==> src/rtl/hbp_pkg.sv <==
// Package for the Huffman bit packer: item kinds, field widths and the command
// record passed from the front end through the queue to the back end.
// No dependencies.
package hbp_pkg;

    localparam int SYM_W        = 8;
    localparam int LEN_W        = 6;
    localparam int CODE_W       = 48;
    localparam int WORD_W       = 16;
    localparam int KIND_W       = 2;
    localparam int ENTRY_W      = LEN_W + CODE_W;
    localparam int TABLE_DEPTH  = 256;
    localparam int S_TDATA_W    = 64;

    localparam int MAX_CODE_LEN_DEF = 48;
    localparam int QUEUE_DEPTH_DEF  = 4;

    // Input tdata field positions.
    localparam int SYM_LSB  = 0;
    localparam int LEN_LSB  = SYM_LSB + SYM_W;
    localparam int CODE_LSB = LEN_LSB + LEN_W;

    typedef enum logic [KIND_W-1:0] {
        KIND_LOAD = 2'd0,
        KIND_DATA = 2'd1,
        KIND_END  = 2'd2,
        KIND_NONE = 2'd3
    } t_kind;

    // One queued command: a flush, or a code left-justified in bits.
    typedef struct packed {
        logic              is_end;
        logic [LEN_W-1:0]  len;
        logic [CODE_W-1:0] bits;
    } t_cmd;

endpackage

==> src/rtl/hbp_queue.sv <==
// Short command queue between the front end and the back end of the packer.
// Depends on hbp_pkg.
module hbp_queue #(
    parameter int DEPTH = hbp_pkg::QUEUE_DEPTH_DEF
) (
    input  logic                          i_clk,
    input  logic                          i_rst_n,
    input  logic                          i_push,
    input  hbp_pkg::t_cmd                 i_cmd,
    input  logic                          i_pop,
    output logic                          o_valid,
    output hbp_pkg::t_cmd                 o_cmd,
    output logic [$clog2(DEPTH+1)-1:0]    o_level
);
    import hbp_pkg::*;

    localparam int PTR_W = (DEPTH > 1) ? $clog2(DEPTH) : 1;
    localparam int LVL_W = $clog2(DEPTH + 1);

    t_cmd             r_mem [DEPTH];
    logic [PTR_W-1:0] r_wr_ptr;
    logic [PTR_W-1:0] r_rd_ptr;
    logic [LVL_W-1:0] r_count;
    logic [PTR_W-1:0] n_wr_ptr;
    logic [PTR_W-1:0] n_rd_ptr;

    assign n_wr_ptr = (r_wr_ptr == PTR_W'(DEPTH - 1)) ? '0 : r_wr_ptr + 1'b1;
    assign n_rd_ptr = (r_rd_ptr == PTR_W'(DEPTH - 1)) ? '0 : r_rd_ptr + 1'b1;

    always_ff @(posedge i_clk) begin
        if (!i_rst_n) begin
            r_wr_ptr <= '0;
            r_rd_ptr <= '0;
            r_count  <= '0;
        end else begin
            if (i_push) begin
                r_wr_ptr <= n_wr_ptr;
            end
            if (i_pop) begin
                r_rd_ptr <= n_rd_ptr;
            end
            unique case ({i_push, i_pop})
                2'b10:   r_count <= r_count + 1'b1;
                2'b01:   r_count <= r_count - 1'b1;
                default: r_count <= r_count;
            endcase
        end
        if (i_push) begin
            r_mem[r_wr_ptr] <= i_cmd;
        end
    end

    assign o_valid = (r_count != '0);
    assign o_cmd   = r_mem[r_rd_ptr];
    assign o_level = r_count;

endmodule

==> config.mk <==
export PLATFORM = sky130hd
export DESIGN_NAME = hbp_queue
export DESIGN_NICKNAME = d
export VERILOG_FILES = /design/src/rtl/hbp_pkg.sv /design/src/rtl/hbp_queue.sv
export SDC_FILE = /design/constraint.sdc
export NUM_CORES = 1
export LEC_CHECK = 0
export ABC_AREA = 1
export BUFFER_PORTS_ARGS = -buffer_cell sky130_fd_sc_hd__buf_2
export CORE_MARGIN = 8
export CORE_UTILIZATION = 51
export CTS_CLUSTER_SIZE = 12
export DETAILED_ROUTE_END_ITERATION = 10
export PLACE_DENSITY = 0.85
export SETUP_SLACK_MARGIN = 0.3
export SYNTH_ARGS = -nofsm -noshare
export SYNTH_HDL_FRONTEND = slang
export SYNTH_SLANG_ARGS = --single-unit
==> constraint.sdc <==
create_clock -name i_clk -period 1.9 [get_ports i_clk]
set_input_delay 0.38 -clock i_clk [delete_from_list [all_inputs] [get_ports i_clk]]
set_output_delay 0.38 -clock i_clk [all_outputs]
set_load 0.01 [all_outputs]
== Word-level counts from Yosys, hierarchy flattened ==
Memories as Yosys holds them, arrays and structs flattened. A register that Yosys moved wholly into a read port is not among the register bits.
Cells that the tools add are included.
Word-level totals
  register bits after elaboration: 7
  RAM bits: 220
  input port bits: 59
  word-level logic and storage cells: 21
  memories kept: 1
Memory list
  r_mem: depth 4, width 55, rd ports 1, clocked after Yosys merged registers in 1, wr ports 1, RTL line hbp_queue.sv:20  | t_cmd r_mem [DEPTH];
Operators by class
  $add $sub $neg: 4
  eq/ne operators: 4
  multiplexer cells: 7
  reduce and logical (&&, ||, !) cells: 2
Operators by type and width (count)
  2-bit 2-to-1 mux: 4
  2-bit equality test (second input constant): 3
  3-bit one-hot mux with 2 select lines: 1
  2-bit by 1-bit adder with 2-bit output (second input constant): 2
  3-bit by 1-bit adder with 3-bit output (second input constant): 1
  3-bit nonzero test: 1
  3-bit by 1-bit subtractor with 3-bit output (second input constant): 1
  2-bit by 1-bit equality test with 1-bit output (second input constant): 1
  1-bit 2-to-1 mux: 2
  2-bit nonzero test: 1

== Logic depth before layout (Yosys ltp) ==
  depth after elaboration: 4
  gate-level depth with buffers: 8
  mapped depth without buffers: 8

== Least setup slack after synthesis ==
OpenSTA, ideal clock, no wires.
  kind: register -> register
  from: reg r_wr_ptr[0]
  to: mem r_mem[2][0] (netlist bit), enable pin
  library setup time: 409 ps
  arrival time: 1651 ps
  required time: 1491 ps
  path slack: -161 ps
  cell stages (with the launch flop): 5
  buffers on the path: 0
  path through: dfxtp_1 > inv_1 > ha_1 > nand2_1 > inv_1
RTL lines
  from (decl): RTL line hbp_queue.sv:21  | logic [PTR_W-1:0] r_wr_ptr;
  from (signal assigned): RTL line hbp_queue.sv:37  | r_wr_ptr <= n_wr_ptr;
  to (decl): RTL line hbp_queue.sv:20
Straight into the memory's write port.

==> results.txt <==
For this run, the leading register cell type out of synthesis is sky130_fd_sc_hd__edfxtp_1. The H-tree depth reported by CTS is 1. The run finished, with violations left.

The count of distinct cell types in the synthesized netlist was 19. The tools report the cell count after synthesis as 592. The final layout contains 793 nets. Remaining global-route overflow: 0. Once the floorplan was initialized, standard cells occupied 52.1% of the core. The slew at the pin closest to its max-slew limit came out at 0.376 ns.

The kind of critical path was reg -> out. The shortest clock period the worst path allows after layout came out at 2.07 ns. The reg2reg setup slack is 0.48 ns. Synthesis produced a netlist with a net count of 658. For the maximum resistive drop on vdd, the log shows 0.000810 V. Reported max-cap violation count: 0. At the later pin of the worst-skew pair, clock insertion delay measures 0.50 ns. Timing would allow up to 0.484 GHz. The final number of max-transition violations is 0, and the ratio of total power to cell area is 1060 nW/um2. The clock sink count is 229. By count the netlist is led by 220 x sky130_fd_sc_hd__edfxtp_1, 120 x sky130_fd_sc_hd__nor2_1, 69 x sky130_fd_sc_hd__o21ai_0, 55 x sky130_fd_sc_hd__o22ai_1, 45 x sky130_fd_sc_hd__o21ai_1. The post-route clock period utilization was 109%. The clock root buffer was sky130_fd_sc_hd__clkbuf_16. The port buffer count was 117. The share of post-route cells with drive strength above 1 came out at 33.2%. Measured against its own limit, the worst slew margin works out to 74.9%. The worst setup path is captured at a primary output. The kind of launch point of the worst setup path was a flip-flop. Global routing used 17.5% of the available tracks across all layers. For this run, the slowest stage of the critical path takes 0.44 ns. The first-pass GRT wire length was 29600 um; the core area was 16500 um2.

Among all stages on the critical path, the largest delay is contributed by sky130_fd_sc_hd__dfxtp_4. The critical path goes through clkinv_8 -> buf_16 -> nor2_1 -> o22ai_2 -> buf_2. The number of rows created at floorplan is 47, and the count of warnings emitted by yosys is 0.

The number of clock buffers inserted by TritonCTS came out at 24. The checks that failed: negative setup slack. In this run, synthesis inferred 220 flip-flops with an integrated enable. Wires add up to 19600 um.

For the initial antenna violation count, the log shows 2. In the post-synthesis netlist, the biggest area contributors are sky130_fd_sc_hd__edfxtp_1 77%, sky130_fd_sc_hd__nor2_1 5.2%, sky130_fd_sc_hd__o21ai_0 4.0%, sky130_fd_sc_hd__o22ai_1 4.0%, sky130_fd_sc_hd__o21ai_1 2.6%. The clock passes through at most 3 buffers. Final hold violation count: 0. For this design the static power due to leakage is 0.00383 uW.

Yosys instantiated no cell more often than sky130_fd_sc_hd__edfxtp_1. Of all nets on the critical path, the largest fanout is 15. Dividing the synthesized area by the synthesized cell count gives 14.5 um2. The fraction of synthesized cell area taken by the top area cell type is 76.7%. The number of fill cells in the layout was 1114; the count of antenna-violating nets left after detailed routing was 0. The synthesis-stage register bit count works out to 229. For the sequential cell area fraction in the yosys report, the log shows 78.8%. Setup repair after global routing could not meet its margin everywhere. For the post-layout instance area, the log shows 10800 um2. The floorplan step defined a die boundary enclosing 21300 um2.

Summing every instance area after synthesis gives 8610 um2. After detailed routing, the average wire length per cell comes to 20.4 um. After detailed placement, the total cell area comes to 9550 um2.

Of all flip-flops after synthesis, the portion carrying an async set or reset was 0%. The detailed-route DRC error count came out at 0. At the end of routability-driven placement, the weighted congestion stood at 0.722.

The number of global-route vias before repair was 5492. The final count of negative-setup-slack endpoints was 55; the post-cts hold buffer count was 0. From synthesis to final layout, the design area changed by 25.5%. Entering global routing, the biggest net connects 56 pins.

The tightest min-delay check is of the in -> reg type. The final worst setup slack is -0.165 ns, and the y dimension of the die is 146 um. The logs give 118 for the number of primary I/O pins and 1.52 ns for the required arrival time at the worst endpoint.

The biggest area consumer among synthesized cells is sky130_fd_sc_hd__edfxtp_1. The post-DP HPWL was 10200 um. TritonCTS built the clock tree. The width of the die came out at 146 um.

Detailed routing inserted a total of 5328 vias. Before CTS, the worst setup slack after placement is 0.140 ns. Clock-pin slew was measured on the worst setup and hold paths at 0.06 ns. The logs give 319 for the initial detailed-routing violation count and 4 for the first-pass iteration count of the detailed router. At the worst endpoint, the arrival time is 1.69 ns. The via density per instance was 5.53. Worst clock skew: 0.00902 ns.
[path summary, 6_finish.rpt]
| check | end | cells after the start | from |
|---|---|---|---|
| setup reg to reg | r_mem[0][6] | 5 | r_wr_ptr[1] |
| hold / removal | r_mem[3][38] | 1 | i_cmd[38] |
| setup / recovery | o_cmd[34] | 5 | flip-flop |
| hold reg to reg | r_wr_ptr[1] | 2 | r_wr_ptr[1] |
[through the flow]
step                      utilization [%]  hold WS (ns)  total power [uW]  instances  TNS, ns
final                                65.4        0.0958             11400        963    -7.14
after global routing                 65.4        0.0780             11800        963   -11.27
after CTS                            63.9        0.0757             11400        959    -7.14
after detailed placement             57.8         0.486              7160        909        0
after global placement               57.8         0.494              7120        909        0
after floorplan                         -         0.460              6620        592        0
[routing by layer]
| layer | track usage, % | vias up | wire, um |
|---|---|---|---|
| met5 | 0 | - | 11 |
| met4 | 5.67 | 2 | 358 |
| met3 | 3.86 | 41 | 1230 |
| met2 | 30.8 | 166 | 9870 |
| met1 | 21.0 | 2628 | 8130 |
| li1 | - | 2491 | - |
[where the power goes]
part	switching, uW	internal [uW]	leakage, uW
logic	840	561	0.00140
clock network	1720	2410	0.000332
registers	81.4	5800	0.00210
total	2650	8770	0.00383
[layout by cell type, fill, tap and decap left out]
master                       count
sky130_fd_sc_hd__clkinv_1        2
sky130_fd_sc_hd__ha_2            2
sky130_fd_sc_hd__nor2_2         12
sky130_fd_sc_hd__o21ai_1        36
sky130_fd_sc_hd__dfxtp_1         4
sky130_fd_sc_hd__diode_2         1
sky130_fd_sc_hd__edfxtp_1      220
sky130_fd_sc_hd__buf_6           2
sky130_fd_sc_hd__nor3_1          1
sky130_fd_sc_hd__buf_2         116
sky130_fd_sc_hd__clkinv_2        2
sky130_fd_sc_hd__o21ai_0        43
sky130_fd_sc_hd__inv_1           7
sky130_fd_sc_hd__clkinv_8        1
sky130_fd_sc_hd__inv_2           3
sky130_fd_sc_hd__clkinvlp_4      5
sky130_fd_sc_hd__o22ai_2         7
sky130_fd_sc_hd__ha_1            4
sky130_fd_sc_hd__nor2_4          1
sky130_fd_sc_hd__o22ai_1        48
sky130_fd_sc_hd__dfxtp_2         4
sky130_fd_sc_hd__clkbuf_1       11
sky130_fd_sc_hd__o21ai_2        34
sky130_fd_sc_hd__o21ai_4         1
sky130_fd_sc_hd__buf_12         12
sky130_fd_sc_hd__buf_4           2
sky130_fd_sc_hd__nand4_1         1
sky130_fd_sc_hd__fa_1            1
sky130_fd_sc_hd__nand2_1         7
sky130_fd_sc_hd__dfxtp_4         1
sky130_fd_sc_hd__nor2_1        107
sky130_fd_sc_hd__buf_16          9
sky130_fd_sc_hd__a21oi_1         3
sky130_fd_sc_hd__nand2_2         4
sky130_fd_sc_hd__clkbuf_16      28
sky130_fd_sc_hd__xnor2_1         1
[repair_timing]
item                                    4_1_cts  5_1_grt
buffers inserted                              2        0
gates resized for setup                      48       49
endpoints found under the setup margin       55       56
endpoints found under the hold margin         0        0
pin swaps                                     4        2
cloned                                        7        3
[logic make-up after synthesis]
logic type	after synthesis	share of synthesized area [%]
AOI/OAI and AO/OA	172	10.8
xor gates and xnor gates	1	0.102
adders and majority gates	7	1.10
buffers and inverters	50	3.33
DFF	229	78.8
and+or+nand+nor	133	5.84
[state kept, by name, summed over array words and instances (netlist names), named ones only]
| register | count |
|---|---|
| o_level | 3 |
| r_wr_ptr | 2 |
| r_mem | 220 |
| r_rd_ptr | 2 |
[layout make-up]
cell class                 instances  area, um2  area share, %
tap                              220        275           2.55
inverter                          15       83.8          0.776
multi-input combinational        313       1770           16.4
clock buffer                      36        667           6.17
antenna                            1       2.50         0.0232
sequential                       229       6800           62.9
clock inverter                     5       25.0          0.232
timing repair buffer             144       1180           10.9
[worst max-delay path, delay by kind of cell (launching register included)]
kind	cells	cell delay, ns
buffers and inverters	3	0.48
DFF	1	0.44
and+or+nand+nor	1	0.15
AOI/OAI and AO/OA	1	0.11
Power figures use the tool's default switching activity.
