--- src/rtl/hbp_pkg.sv ---
// Package for the Huffman bit packer: item kinds, field widths and the command
// record passed from the front end through the queue to the back end.
// No dependencies.
package hbp_pkg;

    localparam int SYM_W        = 8;
    localparam int LEN_W        = 6;
    localparam int CODE_W       = 48;
    localparam int WORD_W       = 16;
    localparam int KIND_W       = 2;
    localparam int ENTRY_W      = LEN_W + CODE_W;
    localparam int TABLE_DEPTH  = 256;
    localparam int S_TDATA_W    = 64;

    localparam int MAX_CODE_LEN_DEF = 48;
    localparam int QUEUE_DEPTH_DEF  = 4;

    // Input tdata field positions.
    localparam int SYM_LSB  = 0;
    localparam int LEN_LSB  = SYM_LSB + SYM_W;
    localparam int CODE_LSB = LEN_LSB + LEN_W;

    typedef enum logic [KIND_W-1:0] {
        KIND_LOAD = 2'd0,
        KIND_DATA = 2'd1,
        KIND_END  = 2'd2,
        KIND_NONE = 2'd3
    } t_kind;

    // One queued command: a flush, or a code left-justified in bits.
    typedef struct packed {
        logic              is_end;
        logic [LEN_W-1:0]  len;
        logic [CODE_W-1:0] bits;
    } t_cmd;

endpackage

--- src/rtl/hbp_back.sv ---
// Back end of the packer: merges queued codes into the 16-bit accumulator,
// emits each completed word and the flush word through an output register.
// Depends on hbp_pkg.
module hbp_back (
    input  logic                       i_clk,
    input  logic                       i_rst_n,
    input  logic                       i_q_valid,
    input  hbp_pkg::t_cmd              i_cmd,
    output logic                       o_pop,
    output logic                       o_m_axis_tvalid,
    input  logic                       i_m_axis_tready,
    output logic [hbp_pkg::WORD_W-1:0] o_m_axis_tdata,
    output logic                       o_m_axis_tlast,
    output logic [0:0]                 o_m_axis_tuser
);
    import hbp_pkg::*;

    localparam int OFF_W = $clog2(WORD_W);
    localparam int SUM_W = LEN_W + 1;

    // Pending bits sit left-justified in r_acc; r_off counts them.
    logic [WORD_W-1:0] r_acc;
    logic [OFF_W-1:0]  r_off;
    logic              r_busy;
    logic [LEN_W-1:0]  r_rem;
    logic [CODE_W-1:0] r_bits;
    logic              r_out_valid;
    logic [WORD_W-1:0] r_word;
    logic              r_last;
    logic              r_has;

    logic [WORD_W-1:0] n_acc;
    logic [OFF_W-1:0]  n_off;
    logic              n_busy;
    logic [LEN_W-1:0]  n_rem;
    logic [CODE_W-1:0] n_bits;
    logic              emit;
    logic [WORD_W-1:0] emit_word;
    logic              emit_last;
    logic              emit_has;

    logic              have;
    logic              cur_end;
    logic [LEN_W-1:0]  cur_rem;
    logic [CODE_W-1:0] cur_bits;
    logic [SUM_W-1:0]  sum;
    logic              fills;
    logic              out_free;
    logic              step;
    logic [OFF_W:0]    need;
    logic [WORD_W-1:0] top;
    logic [LEN_W-1:0]  rem_after;

    assign have     = r_busy || i_q_valid;
    assign cur_end  = !r_busy && i_cmd.is_end;
    assign cur_rem  = r_busy ? r_rem : i_cmd.len;
    assign cur_bits = r_busy ? r_bits : i_cmd.bits;
    assign sum      = SUM_W'(r_off) + SUM_W'(cur_rem);
    assign fills    = sum >= SUM_W'(WORD_W);
    assign out_free = !r_out_valid || i_m_axis_tready;
    assign step     = have && (!(cur_end || fills) || out_free);
    assign need     = (OFF_W + 1)'(WORD_W) - (OFF_W + 1)'(r_off);
    assign top      = cur_bits[CODE_W-1 -: WORD_W] >> r_off;
    assign rem_after = cur_rem - LEN_W'(need);
    assign o_pop    = step && !r_busy;

    always_comb begin
        n_acc     = r_acc;
        n_off     = r_off;
        n_busy    = r_busy;
        n_rem     = r_rem;
        n_bits    = r_bits;
        emit      = 1'b0;
        emit_word = r_acc;
        emit_last = 1'b0;
        emit_has  = 1'b1;
        if (step) begin
            priority if (cur_end) begin
                emit      = 1'b1;
                emit_last = 1'b1;
                emit_has  = (r_off != '0);
                n_acc     = '0;
                n_off     = '0;
                n_busy    = 1'b0;
            end else if (fills) begin
                emit      = 1'b1;
                emit_word = r_acc | top;
                n_acc     = '0;
                n_off     = '0;
                n_bits    = cur_bits << need;
                n_rem     = rem_after;
                n_busy    = (rem_after != '0);
            end else begin
                n_acc  = r_acc | top;
                n_off  = r_off + OFF_W'(cur_rem);
                n_busy = 1'b0;
            end
        end
    end

    always_ff @(posedge i_clk) begin
        if (!i_rst_n) begin
            r_acc       <= '0;
            r_off       <= '0;
            r_busy      <= 1'b0;
            r_out_valid <= 1'b0;
        end else begin
            r_acc  <= n_acc;
            r_off  <= n_off;
            r_busy <= n_busy;
            if (emit) begin
                r_out_valid <= 1'b1;
            end else if (i_m_axis_tready) begin
                r_out_valid <= 1'b0;
            end
        end
        r_rem  <= n_rem;
        r_bits <= n_bits;
        if (emit) begin
            r_word <= emit_word;
            r_last <= emit_last;
            r_has  <= emit_has;
        end
    end

    assign o_m_axis_tvalid   = r_out_valid;
    assign o_m_axis_tdata    = r_word;
    assign o_m_axis_tlast    = r_last;
    assign o_m_axis_tuser[0] = r_has;

endmodule

--- config.mk ---
export PLATFORM = sky130hd
export DESIGN_NAME = hbp_back
export DESIGN_NICKNAME = d
export VERILOG_FILES = /design/src/rtl/hbp_pkg.sv /design/src/rtl/hbp_back.sv
export SDC_FILE = /design/constraint.sdc
export NUM_CORES = 1
export LEC_CHECK = 0
export CORE_UTILIZATION = 55
export DETAILED_ROUTE_END_ITERATION = 10
export DONT_BUFFER_PORTS = 1
export HOLD_SLACK_MARGIN = 0.05
export PLACE_DENSITY = 0.72
export RECOVER_POWER = 100
export SYNTH_ARGS = -nofsm -noshare
export SYNTH_HDL_FRONTEND = slang
export SYNTH_SLANG_ARGS = --single-unit
--- constraint.sdc ---
create_clock -name i_clk -period 5.1 [get_ports i_clk]
set_clock_uncertainty 0.2 [all_clocks]
set_input_delay 1.53 -clock i_clk [delete_from_list [all_inputs] [get_ports i_clk]]
set_output_delay 1.53 -clock i_clk [all_outputs]
set_load 0.01 [all_outputs]
# Word-level counts from Yosys, hierarchy flattened
# Index checks and enable logic that the tools add are counted.
[totals]
output_inout_bits = 20
mem_count = 0
input_bits = 59
regBits = 94
wordCells = 50
mem_bits_rw = 0
latch_bits = 0
romBits = 0
[op_classes]
n_reduce_logical = 15
bitwise_logic = 2
n_mul = 0
addsub = 4
mux = 17
eq_ne = 0
magnitude_cmp = 1
shift = 2
div_mod_pow = 0
[op_table]
columns = ["operator", "n"]
rows = [
  ["$mux 16", 5],
  ["$mux 48", 1],
  ["$shl 48x5->48", 1],
  ["$or 16x16->16", 1],
  ["$shr 16x4->16", 1],
  ["$mux 1", 8],
  ["$mux 4", 2],
  ["$add 4x6->7", 1],
  ["$ge 7x5->1 const B", 1],
  ["$mux 6", 1],
  ["$reduce_bool 6->1", 1],
  ["$sub 6x5->6", 1],
  ["$sub 5x4->5 const A", 1],
  ["$add 4x4->4", 1],
  ["$logic_or 1x1->1", 4],
  ["$reduce_bool 4->1", 1],
  ["$logic_and 1x1->1", 3],
  ["$logic_not 1->1", 3],
  ["$reduce_and 3->1", 1],
  ["$reduce_and 2->1", 1],
  ["$reduce_bool 2->1", 1],
  ["$not 1->1", 1],
]

# Logic depth before layout (Yosys ltp)
[logic_depth]
ltp_word = 9
depth_mapped = 18
ltp_nobuf = 11

# Worst setup path before layout
# Ideal clock, no wire load.
[synth_path]
path_type = "input to output"
startpoint = "input port i_cmd[48] (netlist bit)"
endpoint = "output port o_pop"
required_ns = 3.370
path_buffers = 0
stages = 11
arrival_ns = 3.218
setup_slack_ns = 0.152
cell_sequence = "mux2i_1 -> inv_1 -> ha_1 -> inv_1 -> fa_1 -> nor2b_1 -> and4b_1 -> mux2i_4 -> o21ai_2 -> nand2_1 -> nor2_1"
[synth_between]
elab_chain_cells = 8
[synth_lines]
columns = ["element", "line_no", "source"]
rows = [
  ["from (decl)", "hbp_back.sv:8", "input hbp_pkg::t_cmd i_cmd,"],
  ["$mux 6", "hbp_back.sv:56", "assign cur_rem = r_busy ? r_rem : i_cmd.len;"],
  ["$add 4x6->7", "hbp_back.sv:58", "assign sum = SUM_W'(r_off) + SUM_W'(cur_rem);"],
  ["$ge 7x5->1", "hbp_back.sv:59", "assign fills = sum >= SUM_W'(WORD_W);"],
  ["$logic_or 1x1->1", "hbp_back.sv:61", "assign step = have && (!(cur_end || fills) || out_free);"],
  ["$logic_not 1->1", "hbp_back.sv:61", ""],
  ["$logic_or 1x1->1", "hbp_back.sv:61", ""],
  ["$logic_and 1x1->1", "hbp_back.sv:61", ""],
  ["$logic_and 1x1->1", "hbp_back.sv:65", "assign o_pop = step && !r_busy;"],
  ["to (decl)", "hbp_back.sv:9", "output logic o_pop,"],
]
# Every way passes these cells.

# Worst setup path in the final report
[layout_path]
startpoint = "input port i_cmd[49] (netlist bit)"
endpoint = "output port o_pop"
# The elaborated chain is that of the path after synthesis.

==> impl_metrics.toml <==
[outcome]
outcome = "finished with violations"
violations_in_the_final_reports = "design-rule violations"

[die]
top_level_ports = 79
floorplan.die.height_um = 126
core_um2 = 14700
floorplan.die_area_um2 = 15800
rows = 44
die_width_um = 126
initial_utilization = 0.572

[routing]
wl_per_cell_um = 23.7
routed-via-count = 6179
finalWirelength_um = 21300
drt-initial-drc-count = 606
length_of_the_first_detailed_routing_pass_in_iterations = 8
route.detailed.vias_per_inst = 6.89
detail_route.drc_violations = 7
final_antenna_violating_net_count = 0

[setup_path]
arrival_time_of_the_worst_setup_path_ps = 3250
cp-end-kind = "primary output"
cp-start-kind = "input port"
critPathMaxFanout = 6
path_class = "in -> out"
crit_required_ps = 3370
r2r_slack_ps = 430

[power]
ir_worst_vdd_uv = 186
power_after_layout_mw = 2.67
power_density_nw_per_um2 = 315
static_leakage_nw = 3.03

[grt]
vias_in_the_first_global_route = 6078
number_of_antenna_violations_at_the_first_check_in_global_routing = 1
grt_max_degree = 63
globalRouteOverflowTotal = 0
gr_usage_total = 0.276
grt_first_pass_wirelength_um = 33600

[place]
numPortBuffers = 0
detailed_place.area_um2 = 8330
hpwlAfterDp_um = 15500
post-place-cells = 881
dp_worst_setup_slack_ps = 31.5
gp_routability_congestion = 0.938

[cells_and_area]
final_area_um2 = 8460
final_util = 0.576
nets_finish = 779
n_antenna_cell = 0
final_cells = 897
flow.area_growth_from_synthesis_pct = 0.685
drive_above_1_share = 0.219

[clock_tree]
clk-insertion-delay-late_ps = 360
cts-buffers-inserted = 9
tritoncts = "done"
h-tree-depth = 3
cts-root-to-sink-buffers = 2
clkSlewWorstSetupHoldPaths_ps = 80
clock-root-buffer = "sky130_fd_sc_hd__clkbuf_16"
cts_sinks = 94

[sta]
final_min_period_over_clock_period = 0.977
final.setup.worst_slack_ps = 117
worst_pin_slew_ps = 1420
fmax_ghz = 0.201
max-slew-margin-rel = 0.0547
final_max_slew_viol_count = 0
finalHoldViolations = 0
report.final.setup_viol = 0
setup_tns_ps = 0
grt_setup_unrepaired = "no"
fin_worst_hold_slack_ps = 261
period_minus_slack_ps = 4980

[synthesis]
ys_async_sr_fraction = 0
synthesis.area_um2 = 8400
synth.area.top_cells = "sky130_fd_sc_hd__edfxtp_1, sky130_fd_sc_hd__mux4_2, sky130_fd_sc_hd__mux2_2, sky130_fd_sc_hd__mux4_1, sky130_fd_sc_hd__nor2_1"
post-synth-top-count-cell = "sky130_fd_sc_hd__nor2_1"
synthDistinctLibCells = 72
synth.top_cells.by_count = "sky130_fd_sc_hd__nor2_1, sky130_fd_sc_hd__edfxtp_1, sky130_fd_sc_hd__mux2_2"
synthCells = 740
number_of_enable_type_register_cells_in_the_synthesized_netlist = 72
yosysWarnings = 0
top_area_cell_type_share_of_the_netlist_area = 0.257
number_of_flip_flops_and_latches_in_the_synthesized_netlist = 94
most_area_hungry_cell_type_in_the_yosys_netlist = "sky130_fd_sc_hd__edfxtp_1"
nets_in_the_synthesized_netlist = 811
yosys_most_used_dff = "sky130_fd_sc_hd__edfxtp_1"
synthesis.area_per_instance_um2 = 11.4
synth.yosys.seq_area_share = 0.310

[worst_hold_path]
hold_class = "reg -> reg"

[run]
cap_violations = 0
## logic make-up after synthesis
family          count (synthesis)  synth area share
flops                          94             0.310
xor+xnor                        6           0.00938
mux                           184             0.368
compound gates                152             0.125
simple gates                  216             0.109
fa+ha+maj                      12            0.0197
buf+inv                        76            0.0594
## path summary, 6_finish.rpt
check                  from         end  depth (start not counted)
hold reg to reg    r_acc[6]    r_acc[6]                          1
setup / recovery  i_cmd[49]       o_pop                          9
hold / removal     r_acc[6]    r_acc[6]                          1
setup reg to reg   r_off[1]  r_bits[33]                         10
## layer usage
metal  GRT usage  vias up  routed length [um]
met3      0.0548       47                1420
met2       0.441      263               10200
met5           0        -                  11
li1            -     2813                   -
met4      0.0954        2                 566
met1       0.376     3054                9130
## cell usage in the layout, fill, tap and decap left out, types with 4 or more instances in the layout
| cell type | synthesis | final |
|---|---|---|
| sky130_fd_sc_hd__mux2i_4 | 13 | 5 |
| sky130_fd_sc_hd__ha_1 | 10 | 10 |
| sky130_fd_sc_hd__o221ai_1 | 6 | 6 |
| sky130_fd_sc_hd__nand2_1 | 44 | 44 |
| sky130_fd_sc_hd__inv_1 | 13 | 12 |
| sky130_fd_sc_hd__o21ai_1 | 9 | 7 |
| sky130_fd_sc_hd__mux2_1 | 0 | 10 |
| sky130_fd_sc_hd__mux4_2 | 48 | 48 |
| sky130_fd_sc_hd__clkbuf_16 | 0 | 9 |
| sky130_fd_sc_hd__o21ai_0 | 15 | 19 |
| sky130_fd_sc_hd__a211oi_1 | 4 | 4 |
| sky130_fd_sc_hd__and3_1 | 5 | 5 |
| sky130_fd_sc_hd__edfxtp_1 | 72 | 72 |
| sky130_fd_sc_hd__nor2_1 | 121 | 121 |
| sky130_fd_sc_hd__or3_1 | 5 | 5 |
| sky130_fd_sc_hd__buf_4 | 7 | 9 |
| sky130_fd_sc_hd__nand3_1 | 4 | 4 |
| sky130_fd_sc_hd__a21o_1 | 10 | 10 |
| sky130_fd_sc_hd__mux4_1 | 23 | 23 |
| sky130_fd_sc_hd__o22ai_1 | 7 | 7 |
| sky130_fd_sc_hd__o2bb2ai_1 | 7 | 7 |
| sky130_fd_sc_hd__o21a_1 | 6 | 6 |
| sky130_fd_sc_hd__and2_1 | 5 | 5 |
| sky130_fd_sc_hd__a21oi_1 | 37 | 39 |
| sky130_fd_sc_hd__o21bai_1 | 8 | 8 |
| sky130_fd_sc_hd__nor3_1 | 17 | 17 |
| sky130_fd_sc_hd__dfxtp_1 | 22 | 20 |
| sky130_fd_sc_hd__mux2_2 | 62 | 54 |
| sky130_fd_sc_hd__mux2i_1 | 30 | 40 |
| sky130_fd_sc_hd__a31oi_1 | 13 | 13 |
## final cells by class
| class | count | area [um^2] |
|---|---|---|
| Fill cell | 1238 | 6240 |
| Multi-Input combinational cell | 570 | 5150 |
| Sequential cell | 94 | 2610 |
| Tap cell | 184 | 230 |
| Clock buffer | 9 | 225 |
| Timing Repair Buffer | 15 | 93.8 |
| Clock inverter | 7 | 75.1 |
| Inverter | 18 | 70.1 |
## what timing repair did
| item | CTS | global route |
|---|---|---|
| resized for setup | 0 | 5 |
| hold buffers | 0 | 0 |
| setup buffers | 0 | 0 |
| endpoints found under the setup margin | 0 | 1 |
## sequential cells by signal, summed over array words and instances (netlist names)
signal and cells:
o_m_axis_tdata 16, o_m_axis_tlast 1, o_m_axis_tuser 1, o_m_axis_tvalid 1, r_acc 16, r_bits 48, r_busy 1, r_off 4
r_rem 6
## worst max-delay path, cell delays in order
cell and delay (ps):
sky130_fd_sc_hd__mux2i_1 220, sky130_fd_sc_hd__inv_1 150, sky130_fd_sc_hd__ha_1 310, sky130_fd_sc_hd__a21oi_1 220, sky130_fd_sc_hd__and4b_1 280, sky130_fd_sc_hd__mux2i_4 110
sky130_fd_sc_hd__o21ai_2 160, sky130_fd_sc_hd__nand2_1 100, sky130_fd_sc_hd__nor2_2 180
## where the power goes
part / total, mW / switching (mW) / internal (mW)
Combinational: 0.940 / 0.551 / 0.389
Clock: 0.692 / 0.345 / 0.347
Sequential: 1.04 / 0.0713 / 0.965
No activity file was read; power rests on OpenSTA's default activity.
